==> config.mk <==
export PLATFORM = sky130hd
export DESIGN_NAME = uart_8n1_tx_rx_ticked
export DESIGN_NICKNAME = d
export VERILOG_FILES = /design/src/rtl/core/u8tr_pkg.sv /design/src/rtl/core/u8tr_tx.sv /design/src/rtl/core/u8tr_rx.sv /design/src/rtl/core/uart_8n1_tx_rx_ticked.sv
export VERILOG_INCLUDE_DIRS = /design/src /design/src/rtl/core
export SDC_FILE = /design/constraint.sdc
export NUM_CORES = 1
export LEC_CHECK = 0
export BUFFER_PORTS_ARGS = -buffer_cell sky130_fd_sc_hd__buf_2
export CAP_MARGIN = 40
export CORE_MARGIN = 4
export CORE_UTILIZATION = 57
export CTS_BUF_LIST = sky130_fd_sc_hd__clkbuf_8
export CTS_CLUSTER_DIAMETER = 100
export CTS_CLUSTER_SIZE = 20
export DETAILED_ROUTE_END_ITERATION = 12
export PLACE_DENSITY = 0.83
export SLEW_MARGIN = 10
export SYNTH_ARGS = -nofsm -noshare
export SYNTH_HDL_FRONTEND = slang
export SYNTH_SLANG_ARGS = --single-unit
==> constraint.sdc <==
create_clock -name clk -period 11.2 [get_ports clk]
set_input_delay 1.12 -clock clk [delete_from_list [all_inputs] [get_ports clk]]
set_output_delay 1.12 -clock clk [all_outputs]
set_load 0.1 [all_outputs]
==> src/rtl/core/uart_8n1_tx_rx_ticked_macros.svh <==
// ----------------------------------------------------------------------------
// UART 8N1 transceiver assertion macros
// Shared concurrent assertion forms, clocked on clk and disabled in reset.
// ----------------------------------------------------------------------------
`ifndef UART_8N1_TX_RX_TICKED_MACROS_SVH
`define UART_8N1_TX_RX_TICKED_MACROS_SVH

// The consequent must hold in the same cycle as the antecedent.
`define U8TR_ASSERT_SAME(lbl, ante, cons, msg) \
	lbl: assert property (@(posedge clk) disable iff (!arst_n) (ante) |-> (cons)) \
		else $error(msg);

// The consequent must hold in the cycle after the antecedent.
`define U8TR_ASSERT_NEXT(lbl, ante, cons, msg) \
	lbl: assert property (@(posedge clk) disable iff (!arst_n) (ante) |=> (cons)) \
		else $error(msg);

`endif

==> src/rtl/core/u8tr_pkg.sv <==
// ----------------------------------------------------------------------------
// UART 8N1 transceiver package
// Payload types, register map and fixed frame constants.
// ----------------------------------------------------------------------------
`timescale 1ns / 1ps

package u8tr_pkg;

	// One input transfer: one timer tick.
	typedef struct packed {
		logic       rx_line;
		logic       send;
		logic [7:0] send_byte;
	} u8tr_item_t;

	// One result transfer per tick.
	typedef struct packed {
		logic       tx_line;
		logic       tx_drive;
		logic       tx_busy;
		logic       tx_done;
		logic       rx_valid;
		logic [7:0] rx_byte;
	} u8tr_res_t;

	// Single-bit mode controls shared by both directions.
	typedef struct packed {
		logic inverted;
		logic one_wire;
		logic tx_enable;
		logic rx_enable;
	} u8tr_flags_t;

	// Transmitter outputs for one tick.
	typedef struct packed {
		logic line;
		logic drive;
		logic busy;
		logic done;
	} u8tr_tx_res_t;

	// Register map.
	localparam int ADDR_W = 5;
	localparam int REG_IDX_W = 3;
	localparam logic [REG_IDX_W-1:0] REG_BIT_LENGTH       = 3'd0;
	localparam logic [REG_IDX_W-1:0] REG_START_BIT_LENGTH = 3'd1;
	localparam logic [REG_IDX_W-1:0] REG_INVERTED         = 3'd2;
	localparam logic [REG_IDX_W-1:0] REG_ONE_WIRE         = 3'd3;
	localparam logic [REG_IDX_W-1:0] REG_TX_ENABLE        = 3'd4;
	localparam logic [REG_IDX_W-1:0] REG_RX_ENABLE        = 3'd5;

	// Register reset values.
	localparam logic [15:0] BIT_LENGTH_RST       = 16'd104;
	localparam logic [15:0] START_BIT_LENGTH_RST = 16'd104;

	// Frame shape: start plus eight data bits, then the stop bit.
	localparam logic [3:0] TX_FRAME_BITS = 4'd9;
	localparam logic [3:0] RX_DATA_BITS  = 4'd8;

endpackage

==> src/rtl/core/u8tr_tx.sv <==
// ----------------------------------------------------------------------------
// UART 8N1 transmitter
// Frame timing and bit shifting, advanced by one tick per result transfer.
// ----------------------------------------------------------------------------
`timescale 1ns / 1ps

module u8tr_tx #(
	parameter int TICK_COUNT_WIDTH = 16
) (
	input  logic                        clk,
	input  logic                        arst_n,
	input  logic                        step,
	input  logic                        send,
	input  logic [7:0]                  send_byte,
	input  u8tr_pkg::u8tr_flags_t       flags,
	input  logic [TICK_COUNT_WIDTH-1:0] bit_len,
	input  logic [TICK_COUNT_WIDTH-1:0] start_len,
	output u8tr_pkg::u8tr_tx_res_t      res
);
	import u8tr_pkg::*;

	localparam int TW = TICK_COUNT_WIDTH;

	logic [3:0]    bits_left_q, bits_left_n;
	logic [7:0]    shift_q, shift_n;
	logic [TW-1:0] timer_q, timer_n;
	logic          level_q, level_n;
	logic          busy, done, idle_lvl;

	assign idle_lvl = ~flags.inverted;

	// Bit timing first, then a send request, then the idle level.
	always_comb begin
		bits_left_n = bits_left_q;
		shift_n     = shift_q;
		timer_n     = timer_q;
		level_n     = level_q;
		done        = 1'b0;
		if (!flags.tx_enable) begin
			bits_left_n = 4'd0;
			timer_n     = '0;
		end else if (bits_left_q != 4'd0 || timer_q != '0) begin
			if (timer_q != '0) begin
				timer_n = timer_q - TW'(1);
			end
			if (timer_n == '0) begin
				if (bits_left_q > 4'd1) begin
					level_n     = shift_q[0];
					shift_n     = {1'b0, shift_q[7:1]};
					timer_n     = bit_len;
					bits_left_n = bits_left_q - 4'd1;
				end else if (bits_left_q == 4'd1) begin
					level_n     = idle_lvl;
					timer_n     = bit_len;
					bits_left_n = 4'd0;
				end else begin
					done = 1'b1;
				end
			end
		end
		busy = (bits_left_n != 4'd0) || (timer_n != '0);
		if (send && !busy) begin
			if (flags.tx_enable) begin
				shift_n     = flags.inverted ? ~send_byte : send_byte;
				bits_left_n = TX_FRAME_BITS;
				level_n     = flags.inverted;
				timer_n     = start_len;
				busy        = 1'b1;
			end else begin
				done = 1'b1;
			end
		end
		if (!busy) begin
			level_n = idle_lvl;
		end
	end

	assign res.line  = level_n;
	assign res.drive = flags.tx_enable & (~flags.one_wire | busy);
	assign res.busy  = busy;
	assign res.done  = done;

	// Transmitter state advances once per tick.
	always_ff @(posedge clk or negedge arst_n) begin
		if (!arst_n) begin
			bits_left_q <= 4'd0;
			shift_q     <= 8'd0;
			timer_q     <= '0;
			level_q     <= 1'b1;
		end else if (step) begin
			bits_left_q <= bits_left_n;
			shift_q     <= shift_n;
			timer_q     <= timer_n;
			level_q     <= level_n;
		end
	end

endmodule

==> src/rtl/core/u8tr_rx.sv <==
// ----------------------------------------------------------------------------
// UART 8N1 receiver
// Start-edge detection, mid-bit sampling and byte assembly, one tick a step.
// ----------------------------------------------------------------------------
`timescale 1ns / 1ps

module u8tr_rx #(
	parameter int TICK_COUNT_WIDTH = 16
) (
	input  logic                        clk,
	input  logic                        arst_n,
	input  logic                        step,
	input  logic                        rx_line,
	input  logic                        tx_busy,
	input  u8tr_pkg::u8tr_flags_t       flags,
	input  logic [TICK_COUNT_WIDTH-1:0] bit_len,
	output logic                        rx_valid,
	output logic [7:0]                  rx_byte
);
	import u8tr_pkg::*;

	localparam int TW = TICK_COUNT_WIDTH;

	logic          active_q, active_n;
	logic [3:0]    count_q, count_n;
	logic [7:0]    shift_q, shift_n;
	logic [TW:0]   timer_q, timer_n;
	logic          prev_q;
	logic          cur, prev, armed;

	assign cur   = rx_line ^ flags.inverted;
	assign prev  = prev_q ^ flags.inverted;
	assign armed = flags.rx_enable & ~(flags.one_wire & tx_busy);

	// Sample 1.5 bit lengths after the start edge, then every bit length.
	always_comb begin
		active_n = active_q;
		count_n  = count_q;
		shift_n  = shift_q;
		timer_n  = timer_q;
		rx_valid = 1'b0;
		rx_byte  = 8'd0;
		if (!armed) begin
			active_n = 1'b0;
		end else if (active_q) begin
			if (timer_q != '0) begin
				timer_n = timer_q - (TW+1)'(1);
			end
			if (timer_n == '0) begin
				shift_n = {cur, shift_q[7:1]};
				count_n = count_q + 4'd1;
				timer_n = {1'b0, bit_len};
				if (count_n >= RX_DATA_BITS) begin
					rx_valid = 1'b1;
					rx_byte  = shift_n;
					active_n = 1'b0;
				end
			end
		end else if (prev && !cur) begin
			active_n = 1'b1;
			timer_n  = {1'b0, bit_len} + {2'b00, bit_len[TW-1:1]};
			count_n  = 4'd0;
			shift_n  = 8'd0;
		end
	end

	// Receiver state advances once per tick; the raw line level is kept.
	always_ff @(posedge clk or negedge arst_n) begin
		if (!arst_n) begin
			active_q <= 1'b0;
			count_q  <= 4'd0;
			shift_q  <= 8'd0;
			timer_q  <= '0;
			prev_q   <= 1'b1;
		end else if (step) begin
			active_q <= active_n;
			count_q  <= count_n;
			shift_q  <= shift_n;
			timer_q  <= timer_n;
			prev_q   <= rx_line;
		end
	end

endmodule

==> src/rtl/core/uart_8n1_tx_rx_ticked.sv <==
// ----------------------------------------------------------------------------
// UART 8N1 transceiver, timer-ticked
// Register bank, tick pipeline and the transmitter and receiver cores.
// ----------------------------------------------------------------------------
// Usage:
// Each transfer on the item channel (item_valid, item_stall, item) is one timer
// tick carrying the sampled receive line and an optional byte to send. Each
// tick yields exactly one transfer on the result channel (res_valid,
// res_stall, res) with the transmit line level, drive enable, busy and done
// flags, and a received byte when one completes.
// Each tick is held in the input register, then the transmitter and receiver
// update in one pass into the result register. Throughput is one tick per cycle
// while res_stall is low; the bit timers are plain counters that step once per
// transfer.
// While the result register holds an untaken result, one more item is taken
// into the input register; after that item_stall rises until res_stall drops.
// Reset clears both stages, idles the line (high unless inverted) and loads the
// register defaults. Registers are to be written through the APB port only
// while no ticks are in flight; the block itself does not enforce this.
// ----------------------------------------------------------------------------
`timescale 1ns / 1ps
`include "uart_8n1_tx_rx_ticked_macros.svh"

module uart_8n1_tx_rx_ticked #(
	parameter int TICK_COUNT_WIDTH = 16
) (
	input  logic                         clk,
	input  logic                         arst_n,
	input  logic                         item_valid,
	output logic                         item_stall,
	input  u8tr_pkg::u8tr_item_t         item,
	output logic                         res_valid,
	input  logic                         res_stall,
	output u8tr_pkg::u8tr_res_t          res,
	input  logic                         psel,
	input  logic                         penable,
	input  logic                         pwrite,
	input  logic [u8tr_pkg::ADDR_W-1:0]  paddr,
	input  logic [31:0]                  pwdata,
	output logic [31:0]                  prdata,
	output logic                         pready
);
	import u8tr_pkg::*;

	localparam int TW   = TICK_COUNT_WIDTH;
	localparam int MAXW = (TW > 16) ? TW : 16;

	logic [15:0]          bit_length_q, start_bit_length_q;
	u8tr_flags_t          flags_q;
	logic [REG_IDX_W-1:0] reg_idx;
	logic                 wr_en;
	logic [TW-1:0]        bit_len, start_len;

	logic         valid_s1;
	u8tr_item_t   item_s1;
	logic         res_valid_s2;
	u8tr_res_t    res_s2;
	logic         adv;
	u8tr_tx_res_t tx_res;
	logic         rx_valid;
	logic [7:0]   rx_byte;

	// A zero length acts as one; a length beyond the counter saturates.
	function automatic logic [TW-1:0] eff_len(input logic [15:0] v);
		logic [MAXW-1:0] ext;
		logic [MAXW-1:0] top;
		ext = MAXW'(v);
		top = MAXW'({TW{1'b1}});
		if (v == 16'd0) begin
			eff_len = TW'(1);
		end else if (ext > top) begin
			eff_len = top[TW-1:0];
		end else begin
			eff_len = ext[TW-1:0];
		end
	endfunction

	// Configuration port.
	assign pready  = 1'b1;
	assign reg_idx = paddr[ADDR_W-1:2];
	assign wr_en   = psel & penable & pwrite & pready;

	always_ff @(posedge clk or negedge arst_n) begin
		if (!arst_n) begin
			bit_length_q       <= BIT_LENGTH_RST;
			start_bit_length_q <= START_BIT_LENGTH_RST;
			flags_q.inverted   <= 1'b0;
			flags_q.one_wire   <= 1'b0;
			flags_q.tx_enable  <= 1'b1;
			flags_q.rx_enable  <= 1'b1;
		end else if (wr_en) begin
			case (reg_idx)
				REG_BIT_LENGTH:       bit_length_q       <= pwdata[15:0];
				REG_START_BIT_LENGTH: start_bit_length_q <= pwdata[15:0];
				REG_INVERTED:         flags_q.inverted   <= pwdata[0];
				REG_ONE_WIRE:         flags_q.one_wire   <= pwdata[0];
				REG_TX_ENABLE:        flags_q.tx_enable  <= pwdata[0];
				REG_RX_ENABLE:        flags_q.rx_enable  <= pwdata[0];
				default: ;
			endcase
		end
	end

	// Register read-back.
	always_comb begin
		case (reg_idx)
			REG_BIT_LENGTH:       prdata = {16'd0, bit_length_q};
			REG_START_BIT_LENGTH: prdata = {16'd0, start_bit_length_q};
			REG_INVERTED:         prdata = {31'd0, flags_q.inverted};
			REG_ONE_WIRE:         prdata = {31'd0, flags_q.one_wire};
			REG_TX_ENABLE:        prdata = {31'd0, flags_q.tx_enable};
			REG_RX_ENABLE:        prdata = {31'd0, flags_q.rx_enable};
			default:              prdata = 32'd0;
		endcase
	end

	assign bit_len   = eff_len(bit_length_q);
	assign start_len = eff_len(start_bit_length_q);

	// The tick moves into the result register when that register is empty or is being emptied by the consumer.
	assign adv        = valid_s1 & (~res_valid_s2 | ~res_stall);
	assign item_stall = valid_s1 & ~adv;

	// Input register.
	always_ff @(posedge clk or negedge arst_n) begin
		if (!arst_n) begin
			valid_s1 <= 1'b0;
		end else if (item_valid && !item_stall) begin
			valid_s1 <= 1'b1;
		end else if (adv) begin
			valid_s1 <= 1'b0;
		end
	end

	always_ff @(posedge clk) begin
		if (item_valid && !item_stall) begin
			item_s1 <= item;
		end
	end

	// Transmitter and receiver cores.
	u8tr_tx #(
		.TICK_COUNT_WIDTH(TW)
	) u_tx (
		.clk       (clk),
		.arst_n    (arst_n),
		.step      (adv),
		.send      (item_s1.send),
		.send_byte (item_s1.send_byte),
		.flags     (flags_q),
		.bit_len   (bit_len),
		.start_len (start_len),
		.res       (tx_res)
	);

	u8tr_rx #(
		.TICK_COUNT_WIDTH(TW)
	) u_rx (
		.clk      (clk),
		.arst_n   (arst_n),
		.step     (adv),
		.rx_line  (item_s1.rx_line),
		.tx_busy  (tx_res.busy),
		.flags    (flags_q),
		.bit_len  (bit_len),
		.rx_valid (rx_valid),
		.rx_byte  (rx_byte)
	);

	// Result register.
	always_ff @(posedge clk or negedge arst_n) begin
		if (!arst_n) begin
			res_valid_s2 <= 1'b0;
		end else if (adv) begin
			res_valid_s2 <= 1'b1;
		end else if (!res_stall) begin
			res_valid_s2 <= 1'b0;
		end
	end

	always_ff @(posedge clk) begin
		if (adv) begin
			res_s2.tx_line  <= tx_res.line;
			res_s2.tx_drive <= tx_res.drive;
			res_s2.tx_busy  <= tx_res.busy;
			res_s2.tx_done  <= tx_res.done;
			res_s2.rx_valid <= rx_valid;
			res_s2.rx_byte  <= rx_byte;
		end
	end

	assign res_valid = res_valid_s2;
	assign res       = res_s2;

	// A blocked tick stays in the input register.
	`U8TR_ASSERT_NEXT(a_s1_hold, valid_s1 && !adv, valid_s1, "blocked tick was lost")
	// A received byte is only reported with its valid flag.
	`U8TR_ASSERT_SAME(a_rx_byte_zero, res_valid && !res.rx_valid, res.rx_byte == 8'd0,
		"rx_byte set without rx_valid")
	// A busy transmitter that is enabled always drives the line.
	`U8TR_ASSERT_SAME(a_busy_drive, adv && tx_res.busy && flags_q.tx_enable, tx_res.drive,
		"busy transmitter released the line")

endmodule
==> results.md, run 1 <==
* # setup viols final at 0
* PortBufs at 66
* DR vias at 7,109
* GP Congestion at between 0.9 and 1
* Setup slack, reg-to-reg at 6.44 ns
* TritonCTS Buffers at 17
* Setup_tns at 0 ns
* Synth area leader: dfrtp_1
* First-pass GRT wire length at 33,400 um
* Number of DRC markers in iteration 0 at a little under 800
* Htree depth at 4
* Area share of the largest cell type after synthesis at a little over a quarter
* Max clock buf depth at 2
* Reg2Reg Depth at 13
* Crit path DAT at 5.11 ns
* Pwr dens at 287 mW/mm2
* Period utilisation layout at 42.5%
* Clock Skew at 0.0141 ns
* Maximum vdd drop at 0.141 mV
* Vias per Instance at 6.16
* Run status: complete, no violations
* Worst Tran Pin Value at approximately 0.82 ns
* Clk root buf: clkbuf_8
* Initial core utilization at 58.4%
* Post-CTS setup buffer count at 0
* Area grow syn2layout at 8.77%
* RSZ-0062 raised after global routing: no
* Most used DFF post-synth: dfrtp_1
* Leakage at 3.74 nW
* Worst Hold Class: reg -> reg
* CTS Hold Bufs at 0
* Crit path capture type: flip-flop
* Synth top area cells: dfrtp_1, edfxtp_1, nand2_1
* Async SR Flop Fraction at 80.8%
* Fin. max-slew vios at 0
* Mapped Cells at 924
* Min-Delay Endpoint: u_rx.prev_q$_DFFE_PN1P_
* FF/Latch Area at 0.00313 mm2
* Total routed wirelength at 20,500 um
* # DRC at 0
* Fin. Hold Viols at 0
* Clock-pin slew on the worst setup and hold paths at about 0.08 ns
* Vias in the first global route at 6,604
* Hold path depth at 2
* WL/cell at 17.8 um
* CP startpoint kind: flip-flop
* Worst r2r src: u_tx.timer_q[0]$_DFFE_PN0P_
* Reg-to-reg endpoint: u_rx.timer_q[9]$_DFFE_PN0P_
* CTS Sinks at 120
* Hold Startpoint: u_rx.prev_q$_DFFE_PN1P_
* CP max FO at 53
* Initial antenna violation count at 0
* # diodes at 0
* Fillers at 1,129
* Boundary Pins at approximately 100
* Setup WS pre-CTS at 6.49 ns
* Min Tclk post-route at ~4.8 ns
* CTS tree: built
* Post-Syn Area per Cell at 8.80 um2
* Layout Nets at ~1,000
* Tot GR Track Use at 25.6%
* Post-detail-place hpwl at 15,000 um
* Share of the yosys chip area belonging to registers at 38.5%
* Critical path type: reg -> reg
* EDFF count, synth at 23
* Die H at about 130 um
* Warnings from Yosys at 0
* Largest net degree at the start of global routing at 64
* Fmax at between 200 and 250 MHz
* Cell Area, Synth at 0.00813 mm2
* DIE AREA at 0.0162 mm2
* Post-synth cell types at 80
* Post-CTS sizing at 0
* #FFs+latches synth at 120
* Rows at 43
* Skew-Pair Late Insertion Delay at roughly 0.46 ns
* Core box area at 0.0139 mm2
* Multi-input logic area at 0.00451 mm2
* Worst Path Required at 11.55 ns
* Placed Area at 0.00849 mm2
* Worst rel slew slack at 45.5%
* Maxcap violations at 0
* Hold WS at 0.482 ns
* Total grt overflow at 0
* Post-DRT Antenna Nets at 0
* Final Cell Area at 0.00885 mm2
* First-pass DRT Iterations at 5
* Share of cells above drive strength 1 at 17.2%
* Setup WS post-layout at 6.44 ns
* Width of the die at 127 um
sequential cells by signal, indices dropped and copies added, names as in the netlist, 4 cells and up:
register	count
bit_length_q	16
flags_q	4
item_s1	10
res	13
start_bit_length_q	16
u_rx.count_q	4
u_rx.shift_q	7
u_rx.timer_q	17
u_tx.bits_left_q	4
u_tx.shift_q	8
u_tx.timer_q	16
report_power, final:
| group | switching, mW | internal [mW] |
|---|---|---|
| logic | 0.909 | 0.516 |
| registers | 0.166 | 0.587 |
| clock network | 0.190 | 0.174 |
worst max-delay path, stage by stage (launching register included):
cell     delay [ns]
dfrtp_1        0.48
inv_1          0.14
ha_1           0.17
or4b_1         0.47
nor4_1         0.46
o21ai_1        0.16
and4_1         0.34
and2_1         0.32
a32o_1         0.33
nor4_1         0.51
nand3_2        0.24
o21ai_4        0.18
buf_4          0.45
mux2_2         0.40
Yosys cell counts (7+ instances only):
cell,count
nand2_1,102
dfrtp_1,87
a21oi_1,64
nor2_1,59
o21ai_0,56
inv_1,48
clkbuf_1,36
xnor2_1,30
ha_1,29
a22o_1,26
mux2_2,25
nor3_1,25
a31oi_1,24
edfxtp_1,23
nand3_1,23
nor4_1,23
buf_4,20
nand4_1,16
mux2i_1,12
xor2_1,12
buf_2,11
o221ai_1,11
dfstp_2,10
nand2b_1,8
or3_1,8
o211ai_1,7
o21ai_1,7
or2_2,7
metal layers:
layer / wire [um] / part of all wire (%) / up-vias / GRT usage, %
li1: - / - / 3408 / -
met2: 9920 / 48 / 281 / 41.0
met4: 561 / 2.7 / 0 / 9.40
met1: 8760 / 43 / 3382 / 34.6
met3: 1260 / 6.1 / 38 / 4.93
met5: 0 / 0 / - / 0
cell families (layout without fill, tap and decap cells):
group	Yosys count	in the layout	share of synthesized area (%)
multiplexers	37	37	4.94
buffers and inverters	123	158	6.97
other	2	17	0.0923
flip-flops	120	120	38.5
AO/OA/AOI/OAI	250	250	20.1
adder cells (fa/ha/maj)	30	30	4.71
AND/OR/NAND/NOR	320	320	20.2
XOR/XNOR	42	42	4.52
stage by stage:
stage | cells | utilization (%) | power (mW)
2_1_floorplan | 939 | - | 1.86
3_3_place_gp | 1119 | 60.6 | 2.13
3_5_place_dp | 1122 | 60.9 | 2.15
4_1_cts | 1154 | 63.5 | 2.52
5_1_grt | 1154 | 63.5 | 2.73
6_report | 1154 | 63.5 | 2.54
cells in the final DEF, fill, tap and decap left out, drive strengths merged, types with 26 or more instances in the layout:
master,netlist,final
nand2,102,102
nor2,61,61
xnor2,30,30
buf,36,76
a21oi,64,64
dfrtp,87,87
o21ai,65,65
a22o,26,26
nor3,27,27
ha,29,29
inv,48,52
worst max-delay path by stage:
| stage | startpoint | to | slack [ns] | depth (start not counted) |
|---|---|---|---|---|
| after floorplan | paddr[2] | prdata[14] | 7.07 | 4 |
| after global placement | u_tx.timer_q[0]$_DFFE_PN0P_ | u_rx.timer_q[9]$_DFFE_PN0P_ | 6.47 | 13 |
| after detailed placement | u_tx.timer_q[0]$_DFFE_PN0P_ | u_rx.timer_q[9]$_DFFE_PN0P_ | 6.49 | 13 |
| after CTS | u_tx.timer_q[0]$_DFFE_PN0P_ | u_rx.timer_q[3]$_DFFE_PN0P_ | 6.46 | 13 |
| after global routing | u_tx.timer_q[0]$_DFFE_PN0P_ | u_rx.timer_q[2]$_DFFE_PN0P_ | 6.11 | 13 |
| final | u_tx.timer_q[0]$_DFFE_PN0P_ | u_rx.timer_q[9]$_DFFE_PN0P_ | 6.44 | 13 |
final cells by class:
type	instances	area share (%)
multi-input combinational	696	51.0
sequential	120	35.4
timing repair buffer	76	4.84
clock buffer	17	2.64
tap	180	2.55
inverter	50	2.12
clock inverter	15	1.44
(Power assumes the default switching activity.)
==> run 2, diff against run 1 <==
Clock period 11.2 ns to 4.7 ns, I/O delays scaled along.
==> run 2 against run 1 <==
Effect of this change: critical path depth is 2 higher; via count rose by 3.2%; clock power grew to 2.7 times the previous value; core utilization is 1.4 points higher; critical path type unchanged; largest cell class unchanged; design area is 2.1% higher; worst setup slack worse by 6.1 ns; first-iteration DRC count is 24% higher; clock skew decreased by 0.0073 ns; sequential power is 140% higher.
==> results.md, run 2 (synthesis results as in run 1) <==
* Fin. Hold Viols at 0 (unchanged)
* CP startpoint kind: flip-flop
* Total routed wirelength at 21,200 um (+3.4%)
* Share of cells above drive strength 1 at 18.4% (+1.2 points)
* Crit path capture type: flip-flop
* Htree depth at 4 (unchanged)
* Area grow syn2layout at 11.1%
* Fmax at 228 MHz (+8.5%)
* PortBufs at 66 (unchanged)
* Skew-Pair Late Insertion Delay at 0.47 ns (about the same)
* TritonCTS Buffers at 17 (unchanged)
* Worst setup path start: u_tx.timer_q[0]$_DFFE_PN0P_
* Initial core utilization at 58.4% (unchanged)
* Post-DRT Antenna Nets at 0 (unchanged)
* Crit path DAT at 4.72 ns (-0.39 ns)
* Most frequent cells in the layout: nand2_1, dfrtp_1, buf_2
* Final Cell Area at 0.00904 mm2 (+2.1%)
* Clock-pin slew on the worst setup and hold paths at 0.07 ns (about the same)
* Period utilisation layout at 93.3% (+51 points)
* Die H at 127 um (unchanged)
* Fin. max-slew vios at 0 (unchanged)
* Core box area at 0.0139 mm2 (unchanged)
* CTS Sinks at 120 (unchanged)
* Worst Tran Pin Value at 0.777 ns (-0.0410 ns)
* Setup WS pre-CTS at 0.380 ns (-6.11 ns)
* Leakage at 3.84 nW (+2.5%)
* Worst Hold Class: in -> reg
* GP Congestion at 0.968 (+1.8%)
* Tot GR Track Use at 26.7% (+1.2 points)
* Largest reg by FF count: u_rx.timer_q
* Rows at 43 (unchanged)
* Boundary Pins at 102 (unchanged)
* Maximum vdd drop at 0.370 mV (+160%)
* Pwr dens at 700 mW/mm2 (+140%)
* # diodes at 0 (unchanged)
* Post-CTS setup buffer count at 0 (unchanged)
* # DRC at 0 (unchanged)
* Hold WS at 0.178 ns (-0.304 ns)
* # setup viols final at 0 (unchanged)
* Layout Nets at 1,060 (+1.4%)
* DR vias at 7,338 (+3.2%)
* CTS tree: built
* RSZ-0062 raised after global routing: no
* Clk root buf: clkbuf_8
* DIE AREA at 0.0162 mm2 (unchanged)
* Run status: complete, no violations
* Worst r2r src: u_tx.timer_q[0]$_DFFE_PN0P_
* Clock Skew at 0.00676 ns (-0.00732 ns)
* Worst rel slew slack at 48.2% (+2.7 points)
* Largest register FFs at 17 (unchanged)
* WL/cell at 18.1 um (+2.1%)
* Min Tclk post-route at 4.38 ns (-0.375 ns)
* Number of DRC markers in iteration 0 at 961 (+24%)
* Most common cell after layout, fill and taps aside: nand2_1
* Largest net degree at the start of global routing at 60 (-6.3%)
* Placed Area at 0.00862 mm2 (+1.5%)
* Width of the die at 127 um (unchanged)
* Maxcap violations at 0 (unchanged)
* Critical path type: reg -> reg
* Vias per Instance at 6.28 (+1.9%)
* Hold Startpoint: item[1]
* Vias in the first global route at 6,871 (+4.0%)
* Fin util at 64.9% (+1.4 points)
* Post-detail-place hpwl at 15,500 um (+3.2%)
* Fillers at 1,141 (+1.1%)
* Initial antenna violation count at 0 (unchanged)
* Setup_tns at 0 ns (unchanged)
* CP max FO at 9 (-83%)
* First-pass DRT Iterations at 5 (unchanged)
* Setup WS post-layout at 0.317 ns (-6.13 ns)
* First-pass GRT wire length at 34,800 um (+4.3%)
* Max clock buf depth at 2 (unchanged)
* Total grt overflow at 0 (unchanged)
* Worst Path Required at 5.04 ns (-6.51 ns)
run 2: routing by layer:
metal  track usage (%)  share of wire, %
met4              12.7               4.0
met2              42.0                48
met5                 0                 0
met1              35.3                42
met3              5.85               6.6
run 2: path summary, 6_finish.rpt:
path / endpoint / slack [ns] / depth (start not counted)
setup / recovery: res[7]$_SDFFCE_PN0P_ / 0.32 / 15
min in group asynchronous: bit_length_q[11]$_DFFE_PN0P_ / 0.52 / 2
hold reg to reg: u_tx.shift_q[7]$_DFFE_PN0P_ / 0.48 / 1
hold / removal: item_s1[1]$_DFFE_PP_ / 0.18 / 1
setup reg to reg: res[7]$_SDFFCE_PN0P_ / 0.32 / 15
max in group asynchronous: u_tx.bits_left_q[3]$_DFFE_PN0P_ / 3.06 / 3
run 2: area by class of cell:
type	count	area (um2)	share of cell area (%)
Timing Repair Buffer	91	568	6.29
Multi-Input combinational cell	696	4520	50.0
Sequential cell	120	3130	34.6
Clock inverter	15	176	1.95
Inverter	50	188	2.08
Clock buffer	17	234	2.59
Tap cell	180	225	2.49
run 2: repair_timing:
action,4_1_cts,5_1_grt
setup endpoints to repair,0,44
resized for setup,0,2
endpoints found under the hold margin,35,0
hold buffers,1,0
run 2: worst max-delay path, stage by stage (launching register included):
cell	delay [ns]
dfrtp_1	0.50
inv_1	0.14
ha_1	0.22
nor4b_2	0.20
and4_1	0.24
buf_4	0.17
or4_1	0.57
a211oi_1	0.22
buf_4	0.17
and2_1	0.26
a311oi_1	0.18
nor4_4	0.36
nand4_2	0.29
o21a_2	0.37
nor3_2	0.20
and2_1	0.15
run 2: power by group:
part	leakage, nW	switching [mW]	internal (mW)	total (mW)
registers	1.40	0.411	1.40	1.81
clock network	0.194	0.451	0.524	0.975
logic	2.24	2.21	1.33	3.54
run 2: per-stage QoR:
step                power [mW]  std cells
floorplan                 4.44        939
global placement          5.18       1133
detailed placement        5.26       1136
CTS                       6.26       1169
global route              6.80       1169
finish                    6.33       1169
==> run 3, diff against run 2 <==
Settings changed: REMOVE_ABC_BUFFERS set to 1.
==> run 3 against run 2 <==
Effect of this change: final cell count grew 0.17%; die area stayed put; design area is 0.29% higher; clock power rose by 5%; first-iteration DRC count down 11%; combinational power about the same; worst setup slack lost 0.067 ns; critical path type unchanged; highest routed layer unchanged.
==> results.md, run 3 (synthesis results as in run 1) <==
* CP max FO at 9 (unchanged)
* Maxcap violations at 0 (unchanged)
* Post-Layout Cell Count at 1,171 (+0.17%)
* # setup viols final at 0 (unchanged)
* Worst Path Required at 4.94 ns (-0.10 ns)
* Crit path DAT at 4.69 ns (-0.03 ns)
* Clock-pin slew on the worst setup and hold paths at 0.08 ns (about the same)
* Area grow syn2layout at 11.4%
* Tot GR Track Use at 26.5% (-0.22 points)
* Hold WS at 0.0000121 ns (-0.178 ns)
* CTS Sinks at 120 (unchanged)
* Worst rel slew slack at 48.4% (+0.19 points)
* Fillers at 1,154 (+1.1%)
* Setup WS pre-CTS at 0.263 ns (-0.117 ns)
* First-pass GRT wire length at 34,600 um (-0.55%)
* Buf/Inv on CP at 1 (-2)
* TritonCTS Buffers at 17 (unchanged)
* Share of cells above drive strength 1 at 18.5% (+0.064 points)
* Initial antenna violation count at 0 (unchanged)
* Maximum vdd drop at 0.515 mV (+39%)
* Clk root buf: clkbuf_8
* Final Cell Area at 0.00906 mm2 (+0.29%)
* Post-detail-place hpwl at 15,300 um (-0.96%)
* Sequential power share at 28.2% (-0.4 points)
* CTS tree: built
* RSZ-0062 raised after global routing: no
* First-pass DRT Iterations at 6 (+1)
* Vias in the first global route at 6,932 (+0.89%)
* Setup WS post-layout at 0.250 ns (-0.0673 ns)
* Skew-Pair Late Insertion Delay at 0.46 ns (about the same)
* DP Cell Count at 1,139 (+0.26%)
* CP startpoint kind: flip-flop
* Combinational Power Share at 56.0% (about the same)
* Clock Skew at 0.0134 ns (+0.00664 ns)
* Pwr dens at 705 mW/mm2 (+0.68%)
* Total grt overflow at 0 (unchanged)
* FF/Latch Area at 0.00313 mm2 (unchanged)
* Leakage at 3.87 nW (+0.76%)
* Largest register FFs at 17 (unchanged)
* Most common cell after layout, fill and taps aside: nand2_1
* Psw at 3.06 mW (-0.26%)
* DIE AREA at 0.0162 mm2 (unchanged)
* DR vias at 7,287 (-0.70%)
* # diodes at 0 (unchanged)
* Fmax at 225 MHz (-1.5%)
* Die H at 127 um (unchanged)
* GP Congestion at 0.950 (-1.8%)
* Fin. max-slew vios at 0 (unchanged)
* Max clock buf depth at 2 (unchanged)
* WL/cell at 18.1 um (-0.42%)
* Rows at 43 (unchanged)
* Layout Nets at 1,062 (+0.19%)
* P_int at 3.32 mW (+2.1%)
* Post-DRT Antenna Nets at 0 (unchanged)
* Worst Hold Class: in -> async
* Clk pwr share at 15.9% (+0.5 points)
* CTS Hold Bufs at 0 (-1)
* Run status: complete, no violations
* Crit-path slowest cell: or3b_1
* Largest reg by FF count: u_rx.timer_q
* Vias per Instance at 6.22 (-0.86%)
* Largest net degree at the start of global routing at 58 (-3.3%)
* Worst Tran Pin Value at 0.774 ns (-0.00285 ns)
* Critical path's top delay family: simple AND/OR/NAND/NOR gates
* Total routed wirelength at 21,100 um (-0.25%)
* Crit path capture type: flip-flop
* Most frequent cells in the layout: nand2_1, dfrtp_1, buf_2
* Core box area at 0.0139 mm2 (unchanged)
* Slowest stage delay, CP at 0.52 ns (-0.05 ns)
* Switching share of power at 48.0% (-0.59 points)
* Initial core utilization at 58.4% (unchanged)
* Width of the die at 127 um (unchanged)
* Boundary Pins at 102 (unchanged)
* Multi-input logic area at 0.00452 mm2 (about the same)
* Fin. Hold Viols at 0 (unchanged)
* Htree depth at 4 (unchanged)
* Critical-path cell list: inv_1, ha_1, or3b_1, o41ai_1, o2111a_1, and4_1, and2_1, a311oi_1, nor4_4, nand4_2, o21a_2, nor4_1
* Period utilisation layout at 94.7% (+1.4 points)
* Placed Area at 0.00864 mm2 (+0.26%)
* Post-CTS setup buffer count at 0 (unchanged)
* PortBufs at 66 (unchanged)
* Critical path type: reg -> reg
* Number of DRC markers in iteration 0 at 859 (-11%)
* Min Tclk post-route at 4.45 ns (+0.0673 ns)
* # DRC at 0 (unchanged)
## run 3: cell count changes in the layout (fill, tap and decap cells not counted), moves of 2 or more
cell,previous run,this run
buf_6,0,2
clkinvlp_4,4,2
inv_1,48,50
inv_6,3,0
## run 3: worst paths after layout
| kind | from | depth (start not counted) | slack, ns | to |
|---|---|---|---|---|
| setup / recovery | u_tx.timer_q[0]$_DFFE_PN0P_ | 12 | 0.25 | res[4]$_SDFFCE_PN0P_ |
| hold / removal | arst_n | 1 | 0.00001 | u_rx.timer_q[15]$_DFFE_PN0P_ |
| setup reg to reg | u_tx.timer_q[0]$_DFFE_PN0P_ | 12 | 0.25 | res[4]$_SDFFCE_PN0P_ |
| hold reg to reg | u_rx.prev_q$_DFFE_PN1P_ | 2 | 0.48 | u_rx.prev_q$_DFFE_PN1P_ |
| max in group asynchronous | arst_n | 2 | 3.58 | u_tx.shift_q[7]$_DFFE_PN0P_ |
| min in group clk | item[5] | 1 | 0.18 | item_s1[5]$_DFFE_PP_ |
## run 3: cell type report
type / count / share of cell area [%]
Tap cell: 180 / 2.48
Multi-Input combinational cell: 696 / 49.9
Inverter: 50 / 2.07
Sequential cell: 120 / 34.5
Clock inverter: 15 / 2.06
Clock buffer: 17 / 2.58
Timing Repair Buffer: 93 / 6.41
## run 3: routing by layer
layer | GRT usage, % | vias up | routed length [um]
li1 | - | 3440 | -
met1 | 35.2 | 3442 | 9010
met2 | 42.3 | 340 | 9860
met3 | 5.64 | 65 | 1600
met4 | 10.9 | 0 | 671
met5 | 0 | - | 0
## run 3: timing repair
action | CTS | global route
gates resized for setup | 0 | 2
setup endpoints to repair | 0 | 12
endpoints found under the hold margin | 0 | 0
## run 3: power by group through the flow
stage | logic (mW) | clock network (mW) | registers [mW]
CTS | 3.50 | 1.02 | 1.79
global route | 3.92 | 1.07 | 1.86
global placement | 3.42 | 0 | 1.79
floorplan | 2.48 | 0 | 1.86
finish | 3.57 | 1.02 | 1.80
detailed placement | 3.48 | 0 | 1.80
## run 3: worst reg2reg max path, cell delays in order, from the launching register on
cell	delay, ns
dfrtp_1	0.47
inv_1	0.14
ha_1	0.25
or3b_1	0.52
o41ai_1	0.45
o2111a_1	0.26
and4_1	0.37
and2_1	0.32
a311oi_1	0.19
nor4_4	0.37
nand4_2	0.24
o21a_2	0.36
nor4_1	0.31
## run 3: metrics by stage
stage / setup TNS, ns / util (%) / power [mW]
final: 0 / 65.0 / 6.39
after global routing: 0 / 65.0 / 6.84
after CTS: 0 / 65.0 / 6.31
after detailed placement: 0 / 62.0 / 5.28
after global placement: 0 / 61.8 / 5.21
after floorplan: -3.70 / - / 4.34
